--- config.mk ---
export PLATFORM = sky130hd
export DESIGN_NAME = can_multiframe_reassembler_top
export DESIGN_NICKNAME = d
export VERILOG_FILES = /design/src/hw/rtl/cmr_pkg.sv /design/src/hw/rtl/cmr_ram.sv /design/src/hw/rtl/cmr_ctrl.sv /design/src/hw/rtl/cmr_dp.sv /design/src/hw/rtl/can_multiframe_reassembler_top.sv
export SDC_FILE = /design/constraint.sdc
export NUM_CORES = 1
export LEC_CHECK = 0
export ABC_AREA = 1
export BUFFER_PORTS_ARGS = -buffer_cell sky130_fd_sc_hd__buf_2
export CAP_MARGIN = 5
export CORE_ASPECT_RATIO = 0.7
export CORE_MARGIN = 2
export CORE_UTILIZATION = 55
export DETAILED_ROUTE_END_ITERATION = 12
export PLACE_DENSITY = 0.75
export SLEW_MARGIN = 20
export SYNTH_ARGS = -nofsm -noshare
export SYNTH_HDL_FRONTEND = slang
export SYNTH_SLANG_ARGS = --single-unit
export TNS_END_PERCENT = 5
--- constraint.sdc ---
create_clock -name clk -period 7.85 [get_ports clk]
set_input_delay 1.57 -clock clk [delete_from_list [all_inputs] [get_ports clk]]
set_output_delay 1.57 -clock clk [all_outputs]
set_load 0.01 [all_outputs]
--- src/hw/rtl/cmr_pkg.sv ---
// ----------------------------------------------------------------------------
// cmr_pkg
// Shared constants, result codes and controller/datapath interface types of
// the multi-frame reassembler.
// ----------------------------------------------------------------------------
package cmr_pkg;

	localparam int SLOT_BYTES   = 7;
	localparam int HEADER_BYTES = 3;

	typedef enum logic [2:0] {
		ST_PENDING = 3'd0,
		ST_LOST    = 3'd1,
		ST_BAD     = 3'd2,
		ST_BYTE    = 3'd3,
		ST_EMPTY   = 3'd4
	} result_status_t;

	typedef enum logic [2:0] {
		S_IDLE  = 3'b001,
		S_FETCH = 3'b010,
		S_EMIT  = 3'b100
	} ctrl_state_t;

	typedef struct packed {
		logic accept;
		logic start_emit;
		logic out_free;
		logic row_end;
		logic msg_end;
	} dp_status_t;

	typedef struct packed {
		logic idle;
		logic fetch;
		logic emit;
		logic finish;
	} ctrl_cmd_t;

endpackage

--- src/hw/rtl/cmr_ram.sv ---
// ----------------------------------------------------------------------------
// cmr_ram
// Generic single-write, single-read RAM with registered read data.
// ----------------------------------------------------------------------------
module cmr_ram #(
	parameter int WIDTH = 56,
	parameter int DEPTH = 8
) (
	input  logic                     clk,
	input  logic                     we,
	input  logic [$clog2(DEPTH)-1:0] waddr,
	input  logic [WIDTH-1:0]         wdata,
	input  logic                     re,
	input  logic [$clog2(DEPTH)-1:0] raddr,
	output logic [WIDTH-1:0]         rdata
);

	logic [WIDTH-1:0] mem_q [DEPTH];

	always_ff @(posedge clk) begin
		if (we) begin
			mem_q[waddr] <= wdata;
		end
		if (re) begin
			rdata <= mem_q[raddr];
		end
	end

endmodule

--- src/hw/rtl/cmr_ctrl.sv ---
// ----------------------------------------------------------------------------
// cmr_ctrl
// Sequencer: idles for frames, then walks the store rows to deliver a
// completed message one byte per transfer.
// ----------------------------------------------------------------------------
module cmr_ctrl (
	input  logic                  clk,
	input  logic                  arst_n,
	input  cmr_pkg::dp_status_t   st,
	output cmr_pkg::ctrl_cmd_t    cmd
);

	cmr_pkg::ctrl_state_t state_q, state_d;

	always_comb begin
		state_d    = state_q;
		cmd        = '0;
		unique case (state_q)
			cmr_pkg::S_IDLE: begin
				cmd.idle = 1'b1;
				if (st.accept && st.start_emit) begin
					state_d = cmr_pkg::S_FETCH;
				end
			end
			cmr_pkg::S_FETCH: begin
				cmd.fetch = 1'b1;
				state_d   = cmr_pkg::S_EMIT;
			end
			cmr_pkg::S_EMIT: begin
				if (st.out_free) begin
					cmd.emit = 1'b1;
					if (st.msg_end) begin
						cmd.finish = 1'b1;
						state_d    = cmr_pkg::S_IDLE;
					end else if (st.row_end) begin
						state_d = cmr_pkg::S_FETCH;
					end
				end
			end
			default: begin
				state_d = cmr_pkg::S_IDLE;
			end
		endcase
	end

	always_ff @(posedge clk or negedge arst_n) begin
		if (!arst_n) begin
			state_q <= cmr_pkg::S_IDLE;
		end else begin
			state_q <= state_d;
		end
	end

endmodule

--- src/hw/rtl/cmr_dp.sv ---
// ----------------------------------------------------------------------------
// cmr_dp
// Datapath: frame decode, slot masks, header lengths, message store, byte
// read-out counters and the result register.
// ----------------------------------------------------------------------------
module cmr_dp #(
	parameter int STORE_BYTES = 56
) (
	input  logic                clk,
	input  logic                arst_n,
	input  cmr_pkg::ctrl_cmd_t  cmd,
	output cmr_pkg::dp_status_t st,
	input  logic                frame_valid,
	input  logic [28:0]         frame_id,
	input  logic [7:0]          slot_index,
	input  logic [7:0]          byte_one,
	input  logic [7:0]          byte_two,
	input  logic [7:0]          byte_three,
	input  logic [7:0]          byte_four,
	input  logic [7:0]          byte_five,
	input  logic [7:0]          byte_six,
	input  logic [7:0]          byte_seven,
	output logic                result_valid,
	input  logic                result_stall,
	output logic [2:0]          status,
	output logic                byte_kind,
	output logic [7:0]          data_byte,
	output logic [28:0]         source_id,
	output logic                busy_res,
	output logic                last
);

	localparam int SLOT_COUNT = STORE_BYTES / cmr_pkg::SLOT_BYTES;
	localparam int BODY_MAX   = STORE_BYTES - cmr_pkg::HEADER_BYTES;
	localparam int AW         = $clog2(SLOT_COUNT);
	localparam int RW         = $clog2(SLOT_COUNT + 1);
	localparam int LEN_W      = $clog2(BODY_MAX + 1);
	localparam int SAT_W      = (LEN_W > 8) ? LEN_W : 8;
	localparam int COL_W      = $clog2(cmr_pkg::SLOT_BYTES);
	localparam int ROW_W      = cmr_pkg::SLOT_BYTES * 8;

	logic [SLOT_COUNT-1:0] exp_q, rcv_q, exp_n, rcv_n, low_mask, slot_bit;
	logic [LEN_W-1:0]      tl_q, pl_q, tl_n, pl_n, tl_d, pl_d, total;
	logic [LEN_W-1:0]      k_q;
	logic [RW-1:0]         row_q;
	logic [COL_W-1:0]      col_q;
	logic [28:0]           id_q;
	logic [SAT_W-1:0]      b2_w, b3_w, body_w, tl_w, rem_w, pl_w;
	logic                  accept, lost, bad, slot0, complete;
	logic                  row_ok;
	logic [ROW_W-1:0]      rdata;
	logic [7:0]            emit_byte;

	logic                  out_valid_q;
	logic [2:0]            status_q;
	logic                  kind_q;
	logic [7:0]            data_q;
	logic [28:0]           src_q;
	logic                  busy_q;
	logic                  last_q;

	assign st.out_free = !out_valid_q || !result_stall;
	assign accept      = frame_valid && cmd.idle && st.out_free;
	assign st.accept   = accept;

	assign slot0 = (slot_index == 8'd0);
	assign lost  = !slot0 && (exp_q == '0);
	assign bad   = !lost && (slot_index >= 8'(SLOT_COUNT));

	assign b2_w   = SAT_W'(byte_two);
	assign b3_w   = SAT_W'(byte_three);
	assign body_w = SAT_W'(BODY_MAX);
	assign tl_w   = (b2_w > body_w) ? body_w : b2_w;
	assign rem_w  = body_w - tl_w;
	assign pl_w   = (b3_w > rem_w) ? rem_w : b3_w;
	assign tl_d   = LEN_W'(tl_w);
	assign pl_d   = LEN_W'(pl_w);

	always_comb begin
		for (int i = 0; i < SLOT_COUNT; i++) begin
			low_mask[i] = (byte_one > 8'(i));
			slot_bit[i] = (slot_index == 8'(i));
		end
	end

	assign exp_n    = slot0 ? (exp_q | low_mask) : exp_q;
	assign rcv_n    = rcv_q | slot_bit;
	assign tl_n     = slot0 ? tl_d : tl_q;
	assign pl_n     = slot0 ? pl_d : pl_q;
	assign complete = (exp_n != '0) && (exp_n == rcv_n);
	assign total    = tl_n + pl_n;

	assign st.start_emit = !lost && !bad && complete && (total != '0);
	assign st.row_end    = (col_q == COL_W'(cmr_pkg::SLOT_BYTES - 1));
	assign st.msg_end    = ({1'b0, k_q} + (LEN_W + 1)'(1)) == {1'b0, tl_q + pl_q};

	cmr_ram #(
		.WIDTH (ROW_W),
		.DEPTH (SLOT_COUNT)
	) u_store (
		.clk   (clk),
		.we    (accept && !lost && !bad),
		.waddr (slot_index[AW-1:0]),
		.wdata ({byte_seven, byte_six, byte_five, byte_four,
			byte_three, byte_two, byte_one}),
		.re    (cmd.fetch),
		.raddr (row_q[AW-1:0]),
		.rdata (rdata)
	);

	assign row_ok    = (row_q < RW'(SLOT_COUNT)) && rcv_q[row_q[AW-1:0]];
	assign emit_byte = row_ok ? rdata[col_q*8 +: 8] : 8'd0;

	always_ff @(posedge clk or negedge arst_n) begin
		if (!arst_n) begin
			exp_q <= '0;
			rcv_q <= '0;
			tl_q  <= '0;
			pl_q  <= '0;
			id_q  <= '0;
			k_q   <= '0;
			row_q <= '0;
			col_q <= '0;
		end else begin
			if (accept) begin
				if (lost) begin
					exp_q <= '0;
					rcv_q <= '0;
				end else if (!bad) begin
					id_q <= frame_id;
					tl_q <= tl_n;
					pl_q <= pl_n;
					if (complete) begin
						exp_q <= '0;
						rcv_q <= (total == '0) ? '0 : rcv_n;
					end else begin
						exp_q <= exp_n;
						rcv_q <= rcv_n;
					end
					k_q   <= '0;
					row_q <= '0;
					col_q <= COL_W'(cmr_pkg::HEADER_BYTES);
				end
			end
			if (cmd.emit) begin
				k_q <= k_q + LEN_W'(1);
				if (st.row_end) begin
					col_q <= '0;
					row_q <= row_q + RW'(1);
				end else begin
					col_q <= col_q + COL_W'(1);
				end
			end
			if (cmd.finish) begin
				rcv_q <= '0;
			end
		end
	end

	always_ff @(posedge clk or negedge arst_n) begin
		if (!arst_n) begin
			out_valid_q <= 1'b0;
		end else if (st.out_free) begin
			out_valid_q <= (accept && !st.start_emit) || cmd.emit;
		end
	end

	always_ff @(posedge clk) begin
		if (cmd.emit) begin
			status_q <= cmr_pkg::ST_BYTE;
			kind_q   <= (k_q >= tl_q);
			data_q   <= emit_byte;
			src_q    <= id_q;
			busy_q   <= 1'b0;
			last_q   <= st.msg_end;
		end else if (accept) begin
			kind_q <= 1'b0;
			data_q <= 8'd0;
			last_q <= 1'b1;
			priority if (lost) begin
				status_q <= cmr_pkg::ST_LOST;
				src_q    <= id_q;
				busy_q   <= 1'b0;
			end else if (bad) begin
				status_q <= cmr_pkg::ST_BAD;
				src_q    <= id_q;
				busy_q   <= 1'b1;
			end else if (complete) begin
				status_q <= cmr_pkg::ST_EMPTY;
				src_q    <= frame_id;
				busy_q   <= 1'b0;
			end else begin
				status_q <= cmr_pkg::ST_PENDING;
				src_q    <= frame_id;
				busy_q   <= (exp_n != '0);
			end
		end
	end

	assign result_valid = out_valid_q;
	assign status       = status_q;
	assign byte_kind    = kind_q;
	assign data_byte    = data_q;
	assign source_id    = src_q;
	assign busy_res     = busy_q;
	assign last         = last_q;

endmodule

--- src/hw/rtl/can_multiframe_reassembler_top.sv ---
// ----------------------------------------------------------------------------
// can_multiframe_reassembler_top
// Reassembles multi-frame CAN messages into topic and payload byte streams.
// ----------------------------------------------------------------------------
// A frame that does not start a message delivery gives one result. A frame
// that completes a message with N body bytes gives N results, one per cycle
// while result_stall is low, with one store row read before each 7-byte store
// row touched; the next frame is taken after the last byte transfer. The
// store is one RAM row per slot, read one row at a time; a row never written
// since the last completion or lost-start error reads as zero.
module can_multiframe_reassembler_top #(
	parameter int STORE_BYTES = 56
) (
	input  logic        clk,
	input  logic        arst_n,
	input  logic        frame_valid,
	output logic        frame_stall,
	input  logic [28:0] frame_id,
	input  logic [7:0]  slot_index,
	input  logic [7:0]  byte_one,
	input  logic [7:0]  byte_two,
	input  logic [7:0]  byte_three,
	input  logic [7:0]  byte_four,
	input  logic [7:0]  byte_five,
	input  logic [7:0]  byte_six,
	input  logic [7:0]  byte_seven,
	output logic        result_valid,
	input  logic        result_stall,
	output logic [2:0]  status,
	output logic        byte_kind,
	output logic [7:0]  data_byte,
	output logic [28:0] source_id,
	output logic        busy_res,
	output logic        last
);

	cmr_pkg::ctrl_cmd_t  cmd;
	cmr_pkg::dp_status_t st;

	assign frame_stall = !(cmd.idle && st.out_free);

	cmr_ctrl u_ctrl (
		.clk    (clk),
		.arst_n (arst_n),
		.st     (st),
		.cmd    (cmd)
	);

	cmr_dp #(
		.STORE_BYTES (STORE_BYTES)
	) u_dp (
		.clk          (clk),
		.arst_n       (arst_n),
		.cmd          (cmd),
		.st           (st),
		.frame_valid  (frame_valid),
		.frame_id     (frame_id),
		.slot_index   (slot_index),
		.byte_one     (byte_one),
		.byte_two     (byte_two),
		.byte_three   (byte_three),
		.byte_four    (byte_four),
		.byte_five    (byte_five),
		.byte_six     (byte_six),
		.byte_seven   (byte_seven),
		.result_valid (result_valid),
		.result_stall (result_stall),
		.status       (status),
		.byte_kind    (byte_kind),
		.data_byte    (data_byte),
		.source_id    (source_id),
		.busy_res     (busy_res),
		.last         (last)
	);

	a_single_result: assert property (@(posedge clk) disable iff (!arst_n)
		st.accept && !st.start_emit |=> result_valid && last)
		else $error("frame transfer gave no final result");

	a_emit_blocks_input: assert property (@(posedge clk) disable iff (!arst_n)
		(cmd.fetch || cmd.emit) |-> frame_stall)
		else $error("frame taken during message delivery");

	a_byte_not_busy: assert property (@(posedge clk) disable iff (!arst_n)
		result_valid && (status == cmr_pkg::ST_BYTE) |-> !busy_res)
		else $error("delivered byte flagged busy");

	a_fetch_then_emit: assert property (@(posedge clk) disable iff (!arst_n)
		cmd.fetch |=> !cmd.fetch && !cmd.idle)
		else $error("row fetch not followed by delivery");

endmodule
Word-level counts from Yosys, hierarchy flattened
Memories as Yosys holds them, arrays and structs flattened. A register that Yosys moved wholly into a read port is not among the register bits.
Index checks and enable logic that the tools add are counted.
W data, S select, Z words.
{"block": "totals", "ff_bits": 117, "mem_bits_rw": 448, "out_inout_bits": 45, "mem_count": 1}
{"block": "classes", "addsub": 7, "n_lt_le_gt_ge": 14, "n_eq_ne": 20, "shifts": 1, "muxes": 59, "bitwise": 4, "reduce_logical": 35}
{"memory": "u_dp.u_store.mem_q", "words": 8, "width": 56, "read_ports": 1, "rd_ports_with_merged_regs": 1, "wr": 1, "line": "cmr_ram.sv:18", "rtl": "logic [WIDTH-1:0] mem_q [DEPTH];"}
{"operator": "$mux W29", "n": 4}
{"operator": "$mux W8", "n": 14}
{"operator": "$shiftx A56 B7 Y8", "n": 1}
{"operator": "$mux W6", "n": 7}
{"operator": "$mux W3", "n": 12}
{"operator": "$eq A8 B3 Y1 const B", "n": 4}
{"operator": "$gt A8 B3 Y1 const B", "n": 4}
{"operator": "$mux W4", "n": 5}
{"operator": "$eq A8 B2 Y1 const B", "n": 2}
{"operator": "$gt A8 B1 Y1 const B", "n": 2}
{"operator": "$gt A8 B2 Y1 const B", "n": 2}
{"operator": "$logic_not A8 Y1", "n": 2}
{"operator": "$or A8 B8 Y8", "n": 2}
{"operator": "$logic_and A1 B1 Y1", "n": 14}
{"operator": "$mux W1", "n": 13}
{"operator": "$add A6 B6 Y6", "n": 2}
{"operator": "$pmux W3 S3", "n": 1}
{"operator": "$reduce_and A3 Y1", "n": 3}
{"operator": "$eq A8 B1 Y1 const B", "n": 1}
{"operator": "$eq A8 B8 Y1", "n": 1}
{"operator": "$ge A8 B4 Y1 const B", "n": 1}
{"operator": "$gt A8 B6 Y1 const B", "n": 1}
{"operator": "$gt A8 B8 Y1", "n": 1}
{"operator": "$ne A2 B1 Y1 const B", "n": 4}
{"operator": "25 further kinds", "n": 37}

Longest topological paths before layout
Gate-level depths: netlist of the first run.
{"block": "depth", "ltp_word": 14, "ltp_mapped": 33, "ltp_nobuf": 33}

Cells and area by module
From an unflattened synthesis of the first run, not the netlist that was laid out.
{"block": "hier_totals", "cells_unflattened": 2887, "hier_area_um2": 28392.2}
{"module": "cmr_ram", "n_inst": 1, "cells_per_inst": 2010, "area_each_um2": 21260.4, "seq_area_each_um2": 15134.5}
{"module": "cmr_dp", "n_inst": 1, "cells_per_inst": 843, "area_each_um2": 6920.4, "seq_area_each_um2": 3027.9}
{"module": "cmr_ctrl", "n_inst": 1, "cells_per_inst": 33, "area_each_um2": 207.7, "seq_area_each_um2": 76.3}
{"module": "can_multiframe_reassembler_top", "n_inst": 1, "cells_per_inst": 1, "area_each_um2": 3.8, "seq_area_each_um2": 0.0}

Worst setup path after synthesis of the first run
OpenSTA, ideal clock, no wires.
{"block": "synth_path", "path_type": "input to register", "startpoint": "in slot_index[0]", "endpoint": "mem u_dp.u_store.mem_q[7][0], enable pin", "setup_ns": 0.628, "t_arrival_ns": 8.222, "required_ns": 7.222, "slack_ns": -1.000, "path_stages": 10, "path_buffers": 1, "cell_sequence": "buf_6 > nor2_2 > nand2_2 > nor2_8 > inv_2 > nand2_2 > inv_2 > nor2_1 > inv_2 > nor4b_1"}
{"block": "synth_between", "elab_chain_cells": 9, "word_cells_on_any_way": 11}
{"item": "from (decl)", "line": "can_multiframe_reassembler_top.sv:19", "rtl": "input logic [7:0] slot_index,"}
{"item": "branches (longest 9 deep; another with $ge A8 B4 Y1)"}
{"item": "to (decl)", "line": "cmr_ram.sv:18"}
Several ways; the timed one is not identified.

Final worst setup path of the first run
{"block": "layout_path", "startpoint": "in byte_two[2]", "endpoint": "reg u_dp.rcv_q[6]"}
{"block": "layout_between", "elab_chain_cells": 14, "word_cells_on_any_way": 15}
{"item": "from (decl)", "line": "can_multiframe_reassembler_top.sv:21", "rtl": "input logic [7:0] byte_two,"}
{"item": "$gt A8 B6 Y1", "line": "cmr_dp.sv:73", "rtl": "assign tl_w = (b2_w > body_w) ? body_w : b2_w;"}
{"item": "$mux W8 *", "line": "cmr_dp.sv:73"}
{"item": "$sub A6 B8 Y8 *", "line": "cmr_dp.sv:74", "rtl": "assign rem_w = body_w - tl_w;"}
{"item": "$gt A8 B8 Y1", "line": "cmr_dp.sv:75", "rtl": "assign pl_w = (b3_w > rem_w) ? rem_w : b3_w;"}
{"item": "$mux W6 *", "line": "cmr_dp.sv:75"}
{"item": "$mux W6 *", "line": "cmr_dp.sv:89", "rtl": "assign pl_n = slot0 ? pl_d : pl_q;"}
{"item": "via u_dp.pl_n[1]", "line": "cmr_dp.sv:43", "rtl": "logic [LEN_W-1:0] tl_q, pl_q, tl_n, pl_n, tl_d, pl_d, total;"}
{"item": "$add A6 B6 Y6 *", "line": "cmr_dp.sv:91", "rtl": "assign total = tl_n + pl_n;"}
{"item": "$logic_not A6 Y1 *", "line": "cmr_dp.sv:135", "rtl": "rcv_q <= (total == '0) ? '0 : rcv_n;"}
{"item": "$mux W8 *", "line": "cmr_dp.sv:135"}
{"item": "$mux W8 *", "line": "cmr_dp.sv:133", "rtl": "if (complete) begin"}
{"item": "$mux W8 *", "line": "cmr_dp.sv:129", "rtl": "end else if (!bad) begin"}
{"item": "$mux W8 *", "line": "cmr_dp.sv:126", "rtl": "if (lost) begin"}
{"item": "$mux W8 *", "line": "cmr_dp.sv:125", "rtl": "if (accept) begin"}
{"item": "$mux W8 *", "line": "cmr_dp.sv:154", "rtl": "if (cmd.finish) begin"}
{"item": "to (signal assigned)", "line": "cmr_dp.sv:135"}
{"item": "to (signal assigned)", "line": "cmr_dp.sv:138", "rtl": "rcv_q <= rcv_n;"}
{"item": "to (decl)", "line": "cmr_dp.sv:42", "rtl": "logic [SLOT_COUNT-1:0] exp_q, rcv_q, exp_n, rcv_n, low_mask, slot_bit;"}
Mark *: on every way through the listed nets, which the timed path passes. The rest lies on a longest branch. The select of a mux whose other input is x is not followed.
A chain may end at the register's enable or synchronous reset.

==> results of run 1 <==
## registers in the layout (all words and copies together) (netlist names), 4 cells and up
name	count
u_dp.id_q	29
u_dp.tl_q	6
u_dp.rcv_q	8
u_dp.u_store.rdata	56
u_dp.pl_q	6
u_dp.k_q	6
u_dp.exp_q	8
u_dp.source_id	29
u_dp.data_byte	8
u_dp.row_q	4
u_dp.u_store.mem_q	448
## stage by stage
step	setup WS [ns]	instances	cell area (um2)	total power [W]	hold WS (ns)
6_report	2.32	2996	28900	0.00776	0.479
3_3_place_gp	1.87	2890	27100	0.00507	0.463
3_5_place_dp	1.77	2891	27100	0.00511	0.459
4_1_cts	2.40	2995	28900	0.00779	0.479
2_1_floorplan	-0.518	2232	25800	0.00471	0.453
5_1_grt	1.90	2995	28900	0.00808	0.522
## cells in the final DEF, fill, tap and decap left out, types with 9 or more instances in the layout
cell         n
edfxtp_1   543
nor2_1     459
o21ai_0    337
nand2_1    207
buf_2      140
inv_1      124
dfrtp_1     71
o22ai_1     64
a31oi_1     64
nand3_1     63
clkbuf_16   56
a21oi_1     30
ha_1        26
buf_4       21
clkinv_1    15
clkinv_2    12
clkbuf_1    12
o21a_1      10
nor3_1       9
nand4_1      9
## final cells by class
class                           instances  area [um2]
Antenna cell                            1        2.50
Multi-Input combinational cell       1359        6660
Sequential cell                       621       18200
Timing Repair Buffer                  163         906
Inverter                              136         519
Fill cell                            3540       17500
Clock inverter                         33         314
Clock buffer                           71        1490
Tap cell                              612         766
## how the worst max path moves through the flow
stage                   from                       end  slack [ns]  cells past startpoint
2_1_floorplan  slot_index[0]  u_dp.u_store.mem_q[6][0]       -0.52                     10
3_3_place_gp     byte_two[2]             u_dp.rcv_q[1]        1.87                     32
3_5_place_dp     byte_two[2]             u_dp.rcv_q[2]        1.77                     32
4_1_cts          byte_two[2]             u_dp.rcv_q[3]        2.40                     32
5_1_grt          byte_two[2]             u_dp.rcv_q[0]        1.90                     32
6_report         byte_two[2]             u_dp.rcv_q[6]        2.32                     32
## per-layer routing
| layer | routed length, um | vias to the layer above | GRT usage (%) |
|---|---|---|---|
| met5 | 27 | - | 0 |
| met4 | 1070 | 4 | 6.06 |
| met3 | 5110 | 84 | 4.23 |
| met2 | 27900 | 713 | 39.0 |
| met1 | 26700 | 8411 | 36.7 |
| li1 | - | 8121 | - |
## power groups by stage
stage          Clock, W  Sequential (W)  Combinational, W
2_1_floorplan         0         0.00398          0.000724
3_3_place_gp          0         0.00400           0.00107
3_5_place_dp          0         0.00401           0.00110
4_1_cts         0.00273         0.00394           0.00111
5_1_grt         0.00287         0.00396           0.00125
6_report        0.00270         0.00394           0.00112
## cell families after synthesis
| logic type | Yosys count | synth area share, % |
|---|---|---|
| xor+xnor | 12 | 0.407 |
| simple gates | 776 | 12.1 |
| buf+inv | 252 | 3.81 |
| other cells | 1 | 0.0145 |
| flops | 621 | 70.7 |
| compound gates | 539 | 11.5 |
| mux | 2 | 0.0776 |
| fa+ha+maj | 28 | 1.42 |
## critical path, delay by kind of cell
| family | cells | cell delay [ns] |
|---|---|---|
| buf+inv | 7 | 0.79 |
| simple gates | 20 | 2.48 |
| compound gates | 3 | 0.45 |
| fa+ha+maj | 2 | 0.77 |
==> impl_table.tex, run 1 <==
\begin{tabular}{lr}
\hline
Metric & Value \\
\hline
\multicolumn{2}{l}{\textbf{Die}} \\
\quad Die area & 0.0487 mm2 \\
\quad Core region area & 0.0464 mm2 \\
\quad Vertical extent of the die & 185 um \\
\quad Standard-cell rows & 66 \\
\quad Die extent in x & 263 um \\
\quad Initial Util & 55.6\% \\
\quad Number of top-level design ports & 142 \\
\multicolumn{2}{l}{\textbf{Critical path}} \\
\quad Largest incremental delay on the critical path & 0.47 ns \\
\quad Worst reg2reg path depth & 7 \\
\quad Element type at the critical path end & flip-flop \\
\quad Maximum net fanout on the critical path & 11 \\
\quad Required time reported for the critical path endpoint & 8.35 ns \\
\quad Data arrival at the endpoint of the critical path & 6.03 ns \\
\quad Startpoint of the most critical register-to-register path & u\_ctrl.state\_q[0] \\
\quad Internal reg-to-reg setup slack & 3.85 ns \\
\quad Cell with the largest stage delay on the worst path & fa\_1 \\
\quad Most common cell on crit path & nand2\_1 \\
\quad Nature of the critical path startpoint & input port \\
\quad Endpoint of the worst register-to-register path & u\_dp.u\_store.mem\_q[4][0] \\
\quad Start-to-end type of the worst setup path & in2reg \\
\multicolumn{2}{l}{\textbf{GRT}} \\
\quad Global-route wire length before repair & 93,700 um \\
\quad Number of global-route vias before repair & 16,500 \\
\quad Global routing usage summed across all routing layers & 24.9\% \\
\quad Total gr overflow & 0 \\
\quad Antenna violations before repair & 3 \\
\quad Pin count of the biggest net entering global routing & 191 \\
\multicolumn{2}{l}{\textbf{Synthesis}} \\
\quad Share of flip-flops with an asynchronous set or reset after synthesis & 11.9\% \\
\quad Post-synthesis register bit count & 621 \\
\quad Part of the Yosys area used for sequential elements & 70.7\% \\
\quad Most instantiated cells after synthesis & edfxtp\_1 (543), nor2\_1 (465), o21ai\_0 (337) \\
\quad Leading cell types by total area after synthesis & edfxtp\_1 (63\%), dfrtp\_1 (7.1\%), nor2\_1 (6.8\%), o21ai\_0 (6.5\%), nand2\_1 (3.0\%) \\
\quad Avg Synthesized Cell Area & 11.6 um2 \\
\quad Post-synth top flop & edfxtp\_1 \\
\quad Synth warnings & 0 \\
\quad Cell Area, Synth & 0.0258 mm2 \\
\quad Most frequently used cell type in the post-synthesis netlist & edfxtp\_1 \\
\quad Area fraction of the dominant cell type after synthesis & 63.2\% \\
\quad Cell type contributing the most total cell area after synthesis & edfxtp\_1 \\
\quad Synth cell types & 51 \\
\quad Number of enable flip-flop cells after synthesis & 543 \\
\quad Cell count after synthesis & 2,231 \\
\multicolumn{2}{l}{\textbf{CTS}} \\
\quad Count of instances resized after the clock tree is built & 0 \\
\quad TritonCTS clock tree & done \\
\quad Clk slew on worst S/H paths & 0.06 ns \\
\quad Depth of the CTS H-tree & 2 \\
\quad Total of hold buffers inserted after clock tree synthesis & 0 \\
\quad Post-CTS setup-driven buffer insertion count & 0 \\
\quad Clock root cell & clkbuf\_16 \\
\quad Inserted Clock Buffers & 56 \\
\quad Source-to-sink clock delay at the later pin of the worst-skew pair & 0.61 ns \\
\quad Longest Clk Path Bufs & 3 \\
\quad Total clock sinks & 621 \\
\multicolumn{2}{l}{\textbf{Run}} \\
\quad Number of max-cap violations & 0 \\
\multicolumn{2}{l}{\textbf{Pwr}} \\
\quad Internal power contribution & 0.00567 W \\
\quad Gate power share & 14.4\% \\
\quad Switching power & 0.00209 W \\
\quad Leakage dissipation & 10.5 nW \\
\quad Peak ir drop on the vdd network & 155 uV \\
\quad Clock Power Share & 34.8\% \\
\quad Sequential share of power & 50.8\% \\
\quad Switching portion of total power & 27.0\% \\
\quad Cell area power density & 269 mW/mm2 \\
\multicolumn{2}{l}{\textbf{Timing}} \\
\quad Crit path time final & 5.53 ns \\
\quad \# setup viols final & 0 \\
\quad Fmax & 181 MHz \\
\quad Endpoints failing hold & 0 \\
\quad Worst-case clock skew & 0.0149 ns \\
\quad Total negative setup slack & 0 ns \\
\quad Slew Limit Fails & 0 \\
\quad Headroom to the max-slew limit & 28.1\% \\
\quad Slew at the pin closest to its max-slew limit & 1.08 ns \\
\quad Setup repair after global routing missed its margin & no \\
\quad Crit share post-route & 70.5\% \\
\multicolumn{2}{l}{\textbf{Routing}} \\
\quad Starting DRC count in detailed routing & 2,029 \\
\quad ANT nets after route & 0 \\
\quad Detailed-route vias per instance & 5.79 \\
\quad Residual DRC count & 0 \\
\quad Wire length per cell after detailed routing & 20.3 um \\
\quad Final wirelength & 60,800 um \\
\quad Vias post-DR & 17,300 \\
\quad Detailed-routing iteration count for the pre-antenna-repair pass & 7 \\
\multicolumn{2}{l}{\textbf{Cells and area}} \\
\quad Final \#Nets & 2,462 \\
\quad Synthesis-to-layout area growth & 12.0\% \\
\quad Proportion of layout cells with a drive suffix above 1 & 11.8\% \\
\quad Fin util & 62.3\% \\
\multicolumn{2}{l}{\textbf{Placement}} \\
\quad Detailed placement HPWL & 35,800 um \\
\quad Final weighted congestion in routability-driven placement & 0.859 \\
\quad Buffers added on ports & 141 \\
\multicolumn{2}{l}{\textbf{Hold path}} \\
\quad Worst min path class & reg2reg \\
\quad Number of instances on the worst hold path & 2 \\
\quad Worst-case hold path end point & u\_dp.status[1] \\
\quad Hold\_sp & u\_dp.status[1] \\
\multicolumn{2}{l}{\textbf{Status}} \\
\quad Status & finished clean \\
\hline
\end{tabular}
Power figures use the tool's default switching activity.
==> inputs of run 2 (changes only) <==
- ABC_AREA: 1 -> 0
- CORE_UTILIZATION: 55 -> 60
- PLACE_DENSITY: 0.75 -> 0.78
- clock period: 7.85 -> 5.1 ns (I/O delays scaled with it)
==> run 2 against run 1 <==
Compared with the run above: the run now ends with negative setup slack left; worst setup slack worse by 2.4 ns; global-route usage is 0.40 points higher; clock skew is 0.0055 ns higher; sequential cell count stayed put; combinational power is 8% lower; sequential share of layout area is 0.38 points lower; non-clock buffer count is 42 higher; register-to-register slack worse by 2.0 ns; clock-buffer cell count is 4 lower; utilization is 8.1 points higher; critical path type unchanged; critical endpoint unchanged.
==> impl_table.tex, run 2 <==
\begin{tabular}{lr}
\hline
Metric & Value \\
\hline
\multicolumn{2}{l}{\textbf{Status}} \\
\quad Status & finished with violations \\
\quad Violated checks & negative setup slack \\
\multicolumn{2}{l}{\textbf{Critical path}} \\
\quad Data arrival at the endpoint of the critical path & 5.63 ns \\
\quad Endpoint of the worst register-to-register path & u\_dp.u\_store.mem\_q[3][50] \\
\quad Worst reg2reg path depth & 6 \\
\quad Startpoint of the most critical register-to-register path & u\_dp.result\_valid \\
\quad Internal reg-to-reg setup slack & 1.86 ns \\
\quad Required time reported for the critical path endpoint & 5.57 ns \\
\quad Start-to-end type of the worst setup path & in2reg \\
\quad Nature of the critical path startpoint & input port \\
\quad Beginning of the critical path & byte\_two[2] \\
\quad Maximum net fanout on the critical path & 5 \\
\quad Element type at the critical path end & flip-flop \\
\multicolumn{2}{l}{\textbf{Routing}} \\
\quad Residual DRC count & 0 \\
\quad Starting DRC count in detailed routing & 1,483 \\
\quad Detailed-route vias per instance & 6.26 \\
\quad Vias post-DR & 13,600 \\
\quad Detailed-routing iteration count for the pre-antenna-repair pass & 5 \\
\quad ANT nets after route & 0 \\
\quad Final wirelength & 55,000 um \\
\quad Wire length per cell after detailed routing & 25.3 um \\
\multicolumn{2}{l}{\textbf{Cells and area}} \\
\quad Largest registers & u\_dp.u\_store.mem\_q x448, u\_dp.u\_store.rdata x56 \\
\quad Register with the most flip-flops & u\_dp.u\_store.mem\_q \\
\quad Number of flip-flops under the largest register name & 448 \\
\quad Most common cell after layout, fill and taps aside & edfxtp\_1 \\
\quad Final \#Nets & 1,713 \\
\quad Synthesis-to-layout area growth & 14.9\% \\
\quad Fin util & 70.3\% \\
\quad Proportion of layout cells with a drive suffix above 1 & 34.0\% \\
\quad Post-route insts no fill & 2,177 \\
\quad Leading cell types in the layout, fill and taps excluded & edfxtp\_1 (543), nand2\_1 (142), buf\_2 (138) \\
\multicolumn{2}{l}{\textbf{Synthesis}} \\
\quad Avg Synthesized Cell Area & 18.2 um2 \\
\quad Cell count after synthesis & 1,389 \\
\quad Post-synthesis register bit count & 621 \\
\quad Post-synth top flop & edfxtp\_1 \\
\quad Cell Area, Synth & 0.0253 mm2 \\
\quad Share of flip-flops with an asynchronous set or reset after synthesis & 11.9\% \\
\quad Area fraction of the dominant cell type after synthesis & 64.4\% \\
\quad Cell type contributing the most total cell area after synthesis & edfxtp\_1 \\
\quad Synth cell types & 76 \\
\quad Number of enable flip-flop cells after synthesis & 543 \\
\quad Most instantiated cells after synthesis & edfxtp\_1 (543), nand2\_1 (145), mux4\_2 (122) \\
\quad Part of the Yosys area used for sequential elements & 72.0\% \\
\quad Most frequently used cell type in the post-synthesis netlist & edfxtp\_1 \\
\quad Synth warnings & 0 \\
\quad Leading cell types by total area after synthesis & edfxtp\_1 (64\%), mux4\_2 (11\%), dfrtp\_1 (7.2\%), mux2\_2 (4.2\%), nand2\_1 (2.1\%) \\
\multicolumn{2}{l}{\textbf{Die}} \\
\quad Initial Util & 61.2\% \\
\quad Number of top-level design ports & 142 \\
\quad Die extent in x & 250 um \\
\quad Standard-cell rows & 62 \\
\quad Core region area & 0.0413 mm2 \\
\quad Die area & 0.0439 mm2 \\
\quad Vertical extent of the die & 176 um \\
\multicolumn{2}{l}{\textbf{GRT}} \\
\quad Number of global-route vias before repair & 13,600 \\
\quad Total gr overflow & 0 \\
\quad Global-route wire length before repair & 82,800 um \\
\quad Global routing usage summed across all routing layers & 25.3\% \\
\quad Antenna violations before repair & 3 \\
\quad Pin count of the biggest net entering global routing & 65 \\
\multicolumn{2}{l}{\textbf{Pwr}} \\
\quad Gate power share & 9.5\% \\
\quad Leakage dissipation & 10.1 nW \\
\quad Sequential share of power & 52.8\% \\
\quad Clock Power Share & 37.7\% \\
\quad Switching portion of total power & 22.2\% \\
\quad Internal power contribution & 0.00848 W \\
\quad Cell area power density & 375 mW/mm2 \\
\quad Peak ir drop on the vdd network & 267 uV \\
\quad Switching power & 0.00241 W \\
\multicolumn{2}{l}{\textbf{Timing}} \\
\quad Crit share post-route & 101\% \\
\quad Slew at the pin closest to its max-slew limit & 1.03 ns \\
\quad Fmax & 193 MHz \\
\quad Worst-case clock skew & 0.0204 ns \\
\quad Headroom to the max-slew limit & 30.8\% \\
\quad Setup repair after global routing missed its margin & yes \\
\quad Endpoints failing hold & 0 \\
\quad Total negative setup slack & -0.392 ns \\
\quad \# setup viols final & 9 \\
\quad Crit path time final & 5.17 ns \\
\quad Slew Limit Fails & 0 \\
\quad Least setup slack across all paths after layout & -0.0697 ns \\
\quad Worst hold slack & 0.393 ns \\
\multicolumn{2}{l}{\textbf{Placement}} \\
\quad Final weighted congestion in routability-driven placement & 0.890 \\
\quad Buffers added on ports & 141 \\
\quad Detailed placement HPWL & 32,600 um \\
\quad Cell total after placement & 2,070 \\
\quad Pre-CTS setup slack & -0.806 ns \\
\multicolumn{2}{l}{\textbf{CTS}} \\
\quad Clk slew on worst S/H paths & 0.06 ns \\
\quad Inserted Clock Buffers & 54 \\
\quad Total clock sinks & 621 \\
\quad Total of hold buffers inserted after clock tree synthesis & 0 \\
\quad Clock root cell & clkbuf\_16 \\
\quad Longest Clk Path Bufs & 3 \\
\quad TritonCTS clock tree & done \\
\quad Source-to-sink clock delay at the later pin of the worst-skew pair & 0.59 ns \\
\quad Depth of the CTS H-tree & 2 \\
\multicolumn{2}{l}{\textbf{Hold path}} \\
\quad Worst min path class & in2async \\
\multicolumn{2}{l}{\textbf{Run}} \\
\quad Number of max-cap violations & 0 \\
\hline
\end{tabular}
-- run 2: routing by layer --
metal  vias up  global-route usage, %  wire, um
met5         -                      0         0
met4         0                   6.33      1130
met3        90                   4.48      4700
met2       676                   39.1     26000
met1      6954                   38.2     23200
li1       5898                      -         -
-- run 2: layout make-up --
cell class              count  area, um2
diodes                      3       7.51
clock buffers              67       1420
clock inverters            31        340
fillers                  2531      12300
inverters                  11       41.3
multi-input cells         695       6990
flip-flops and latches    621      18200
well taps                 544        681
repair buffers            205       1350
-- run 2: how the worst max path moves through the flow --
| stage | end | cells past startpoint |
|---|---|---|
| after floorplan | u_dp.rcv_q[3] | 18 |
| after global placement | u_dp.rcv_q[3] | 20 |
| after detailed placement | u_dp.rcv_q[6] | 20 |
| after CTS | u_dp.rcv_q[6] | 21 |
| after global routing | u_dp.rcv_q[6] | 22 |
| final | u_dp.rcv_q[6] | 22 |
-- run 2: logic make-up after synthesis --
family	synth area share (%)
buffers and inverters	1.16
AND/OR/NAND/NOR	5.07
AO/OA/AOI/OAI	3.64
XOR/XNOR	1.08
adder cells (fa/ha/maj)	1.44
multiplexers	15.6
flip-flops	72.0
other	0.0148
-- run 2: what timing repair did --
item                                   CTS  global route
endpoints found under the hold margin    0             0
setup endpoints to repair               10            10
cloned                                   0             1
pin swaps                                0            19
gates resized for setup                  7            25
buffers inserted                         0             5
-- run 2: power by group through the flow --
stage	Combinational, W	Clock, W	Sequential [W]
floorplan	0.000803	0	0.00573
global placement	0.000994	0	0.00586
detailed placement	0.00101	0	0.00586
CTS	0.00102	0.00415	0.00575
global route	0.00112	0.00432	0.00577
finish	0.00103	0.00410	0.00575
-- run 2: worst max-delay path: stages --
cell and delay, ns:
buf_6 0.10, and2_4 0.15, o21a_1 0.21, a211oi_2 0.25, buf_4 0.19, nand2_1 0.11
ha_4 0.24, nor2b_1 0.14, o21ai_2 0.18, nand4bb_4 0.14, and2_4 0.19, mux2i_2 0.17
o21ai_2 0.10, ha_2 0.22, fa_2 0.42, xor2_1 0.16, or3_1 0.39, or4_4 0.50
mux2i_4 0.27, buf_12 0.17, a21oi_2 0.09, a22o_1 0.20
-- run 2: stage by stage --
| step | instance area, um2 | total power, W |
|---|---|---|
| after floorplan | 25300 | 0.00653 |
| after global placement | 27100 | 0.00685 |
| after detailed placement | 27100 | 0.00687 |
| after CTS | 28900 | 0.0109 |
| after global routing | 29100 | 0.0112 |
| final | 29100 | 0.0109 |
==> inputs of run 3 (changes only) <==
- BUFFER_PORTS_ARGS: -buffer_cell sky130_fd_sc_hd__buf_2 -> not set
- DONT_BUFFER_PORTS: not set -> 1
- PLACE_DENSITY: 0.78 -> 0.75
==> run 3 against run 2 <==
Compared with the run above: first-iteration DRC count shrank 23%; critical endpoint is now u_dp.rcv_q[3]; sequential share of layout area is 2.3 points higher; power fell by 1.8%; hold slack got worse by 0.27 ns; critical path depth decreased by 2; the run now ends clean; non-clock buffer count shrank 161; combinational power decreased by 16%; clock power down 1%; sequential power is essentially flat.
==> impl_table.tex, run 3 (same netlist as run 2, synthesis figures left out) <==
\begin{tabular}{lr}
\hline
Metric & Value \\
\hline
\multicolumn{2}{l}{\textbf{Timing}} \\
\quad Crit path time final & 4.93 ns \\
\quad Least setup slack across all paths after layout & 0.172 ns \\
\quad Slew Limit Fails & 0 \\
\quad Slew at the pin closest to its max-slew limit & 1.05 ns \\
\quad Setup repair after global routing missed its margin & no \\
\quad Headroom to the max-slew limit & 30.2\% \\
\quad Fmax & 203 MHz \\
\quad Endpoints failing hold & 0 \\
\quad Crit share post-route & 96.6\% \\
\quad \# setup viols final & 0 \\
\quad Worst-case clock skew & 0.0144 ns \\
\multicolumn{2}{l}{\textbf{Cells and area}} \\
\quad Largest registers & u\_dp.u\_store.mem\_q x448, u\_dp.u\_store.rdata x56 \\
\quad Synthesis-to-layout area growth & 10.7\% \\
\quad Number of flip-flops under the largest register name & 448 \\
\quad Final \#Nets & 1,553 \\
\quad Proportion of layout cells with a drive suffix above 1 & 25.9\% \\
\quad Most common cell after layout, fill and taps aside & edfxtp\_1 \\
\quad Leading cell types in the layout, fill and taps excluded & edfxtp\_1 (543), nand2\_1 (144), mux4\_2 (122) \\
\quad Post-route insts no fill & 2,016 \\
\quad Register with the most flip-flops & u\_dp.u\_store.mem\_q \\
\multicolumn{2}{l}{\textbf{Pwr}} \\
\quad Leakage dissipation & 9.43 nW \\
\quad Peak ir drop on the vdd network & 261 uV \\
\quad Cell area power density & 382 mW/mm2 \\
\multicolumn{2}{l}{\textbf{Placement}} \\
\quad Cell total after placement & 1,915 \\
\quad Buffers added on ports & 0 \\
\quad Detailed placement HPWL & 32,100 um \\
\quad Pre-CTS setup slack & -0.609 ns \\
\quad Final weighted congestion in routability-driven placement & 0.904 \\
\multicolumn{2}{l}{\textbf{CTS}} \\
\quad Longest Clk Path Bufs & 3 \\
\quad Inserted Clock Buffers & 55 \\
\quad Clock root cell & clkbuf\_16 \\
\quad TritonCTS clock tree & done \\
\quad Total clock sinks & 621 \\
\quad Post-CTS setup-driven buffer insertion count & 0 \\
\quad Count of instances resized after the clock tree is built & 0 \\
\quad Clk slew on worst S/H paths & 0.06 ns \\
\quad Total of hold buffers inserted after clock tree synthesis & 0 \\
\quad Source-to-sink clock delay at the later pin of the worst-skew pair & 0.59 ns \\
\quad Depth of the CTS H-tree & 2 \\
\multicolumn{2}{l}{\textbf{Die}} \\
\quad Vertical extent of the die & 176 um \\
\quad Initial Util & 61.2\% \\
\quad Core region area & 0.0413 mm2 \\
\quad Number of top-level design ports & 142 \\
\quad Die extent in x & 250 um \\
\quad Standard-cell rows & 62 \\
\quad Die area & 0.0439 mm2 \\
\multicolumn{2}{l}{\textbf{GRT}} \\
\quad Total gr overflow & 0 \\
\quad Antenna violations before repair & 1 \\
\quad Global-route wire length before repair & 81,000 um \\
\quad Pin count of the biggest net entering global routing & 75 \\
\quad Global routing usage summed across all routing layers & 24.9\% \\
\quad Number of global-route vias before repair & 13,000 \\
\multicolumn{2}{l}{\textbf{Critical path}} \\
\quad Nature of the critical path startpoint & input port \\
\quad Element type at the critical path end & flip-flop \\
\quad Required time reported for the critical path endpoint & 5.58 ns \\
\quad Data arrival at the endpoint of the critical path & 5.40 ns \\
\quad Start-to-end type of the worst setup path & in2reg \\
\quad Maximum net fanout on the critical path & 11 \\
\multicolumn{2}{l}{\textbf{Routing}} \\
\quad Detailed-routing iteration count for the pre-antenna-repair pass & 5 \\
\quad Metal3 WL & 4650 um \\
\quad ANT nets after route & 0 \\
\quad Wire length per cell after detailed routing & 26.5 um \\
\quad Wire length on met1 & 22,900 um \\
\quad Met2 WL & 24,900 um \\
\quad Vias post-DR & 12,900 \\
\quad Final wirelength & 53,300 um \\
\quad Detailed-route vias per instance & 6.39 \\
\quad Highest metal layer with signal wires & met4 \\
\quad Starting DRC count in detailed routing & 1,145 \\
\quad Residual DRC count & 0 \\
\multicolumn{2}{l}{\textbf{Hold path}} \\
\quad Worst min path class & in2async \\
\multicolumn{2}{l}{\textbf{Run}} \\
\quad Number of max-cap violations & 0 \\
\multicolumn{2}{l}{\textbf{Status}} \\
\quad Status & finished clean \\
\hline
\end{tabular}
-- run 3: per-layer routing --
layer  GRT usage (%)  vias to the layer above
li1                -                     5583
met1            37.2                     6690
met2            38.0                      542
met3            6.00                       66
met4            5.40                        0
met5               0                        -
-- run 3: layout make-up --
cell class              instances  area (um2)
flip-flops and latches        621       18200
fillers                      2647       13300
multi-input cells             695        6880
clock buffers                  75        1500
well taps                     544         681
repair buffers                 44         443
clock inverters                25         238
inverters                      11        41.3
diodes                          1        2.50
-- run 3: through the flow --
stage          TNS (ns)  area (um2)  util, %  hold slack [ns]  power (W)
2_1_floorplan     -4.56       25300        -            0.440    0.00653
3_3_place_gp      -4.81       26300     63.6            0.451    0.00674
3_5_place_dp      -6.06       26300     63.6            0.457    0.00676
4_1_cts               0       28000     67.8           0.0977     0.0108
5_1_grt               0       28000     67.8           0.0954     0.0110
6_report              0       28000     67.8            0.121     0.0107
-- run 3: critical path, stage by stage --
cell,delay (ns)
and2_1,0.14
o21a_1,0.20
buf_4,0.15
or2_2,0.30
ha_1,0.29
a211oi_1,0.20
nor2_1,0.08
o31a_1,0.28
and2_4,0.18
mux2i_1,0.17
o21ai_1,0.11
ha_2,0.22
fa_2,0.36
xor2_1,0.17
or3_1,0.34
or4_4,0.53
mux2i_4,0.19
buf_12,0.16
a21oi_2,0.07
a22o_1,0.24
-- run 3: power by group --
group	switching, W	internal (W)	leakage, nW
Sequential	0.000190	0.00559	5.94
Combinational	0.000361	0.000509	2.63
Clock	0.00179	0.00227	0.859
-- run 3: worst paths after layout --
kind	end	slack, ns	depth (start not counted)	startpoint
worst min-delay path	u_dp.id_q[21]	0.12	0	arst_n
worst max register to register	u_dp.u_store.mem_q[7][49]	1.82	6	u_dp.result_valid
worst max-delay path	u_dp.rcv_q[3]	0.17	20	byte_two[1]
worst min register to register	u_dp.id_q[20]	0.47	2	u_dp.id_q[20]
max in group asynchronous	u_ctrl.state_q[0]	4.75	0	arst_n
min in group clk	u_dp.id_q[20]	0.47	2	u_dp.id_q[20]
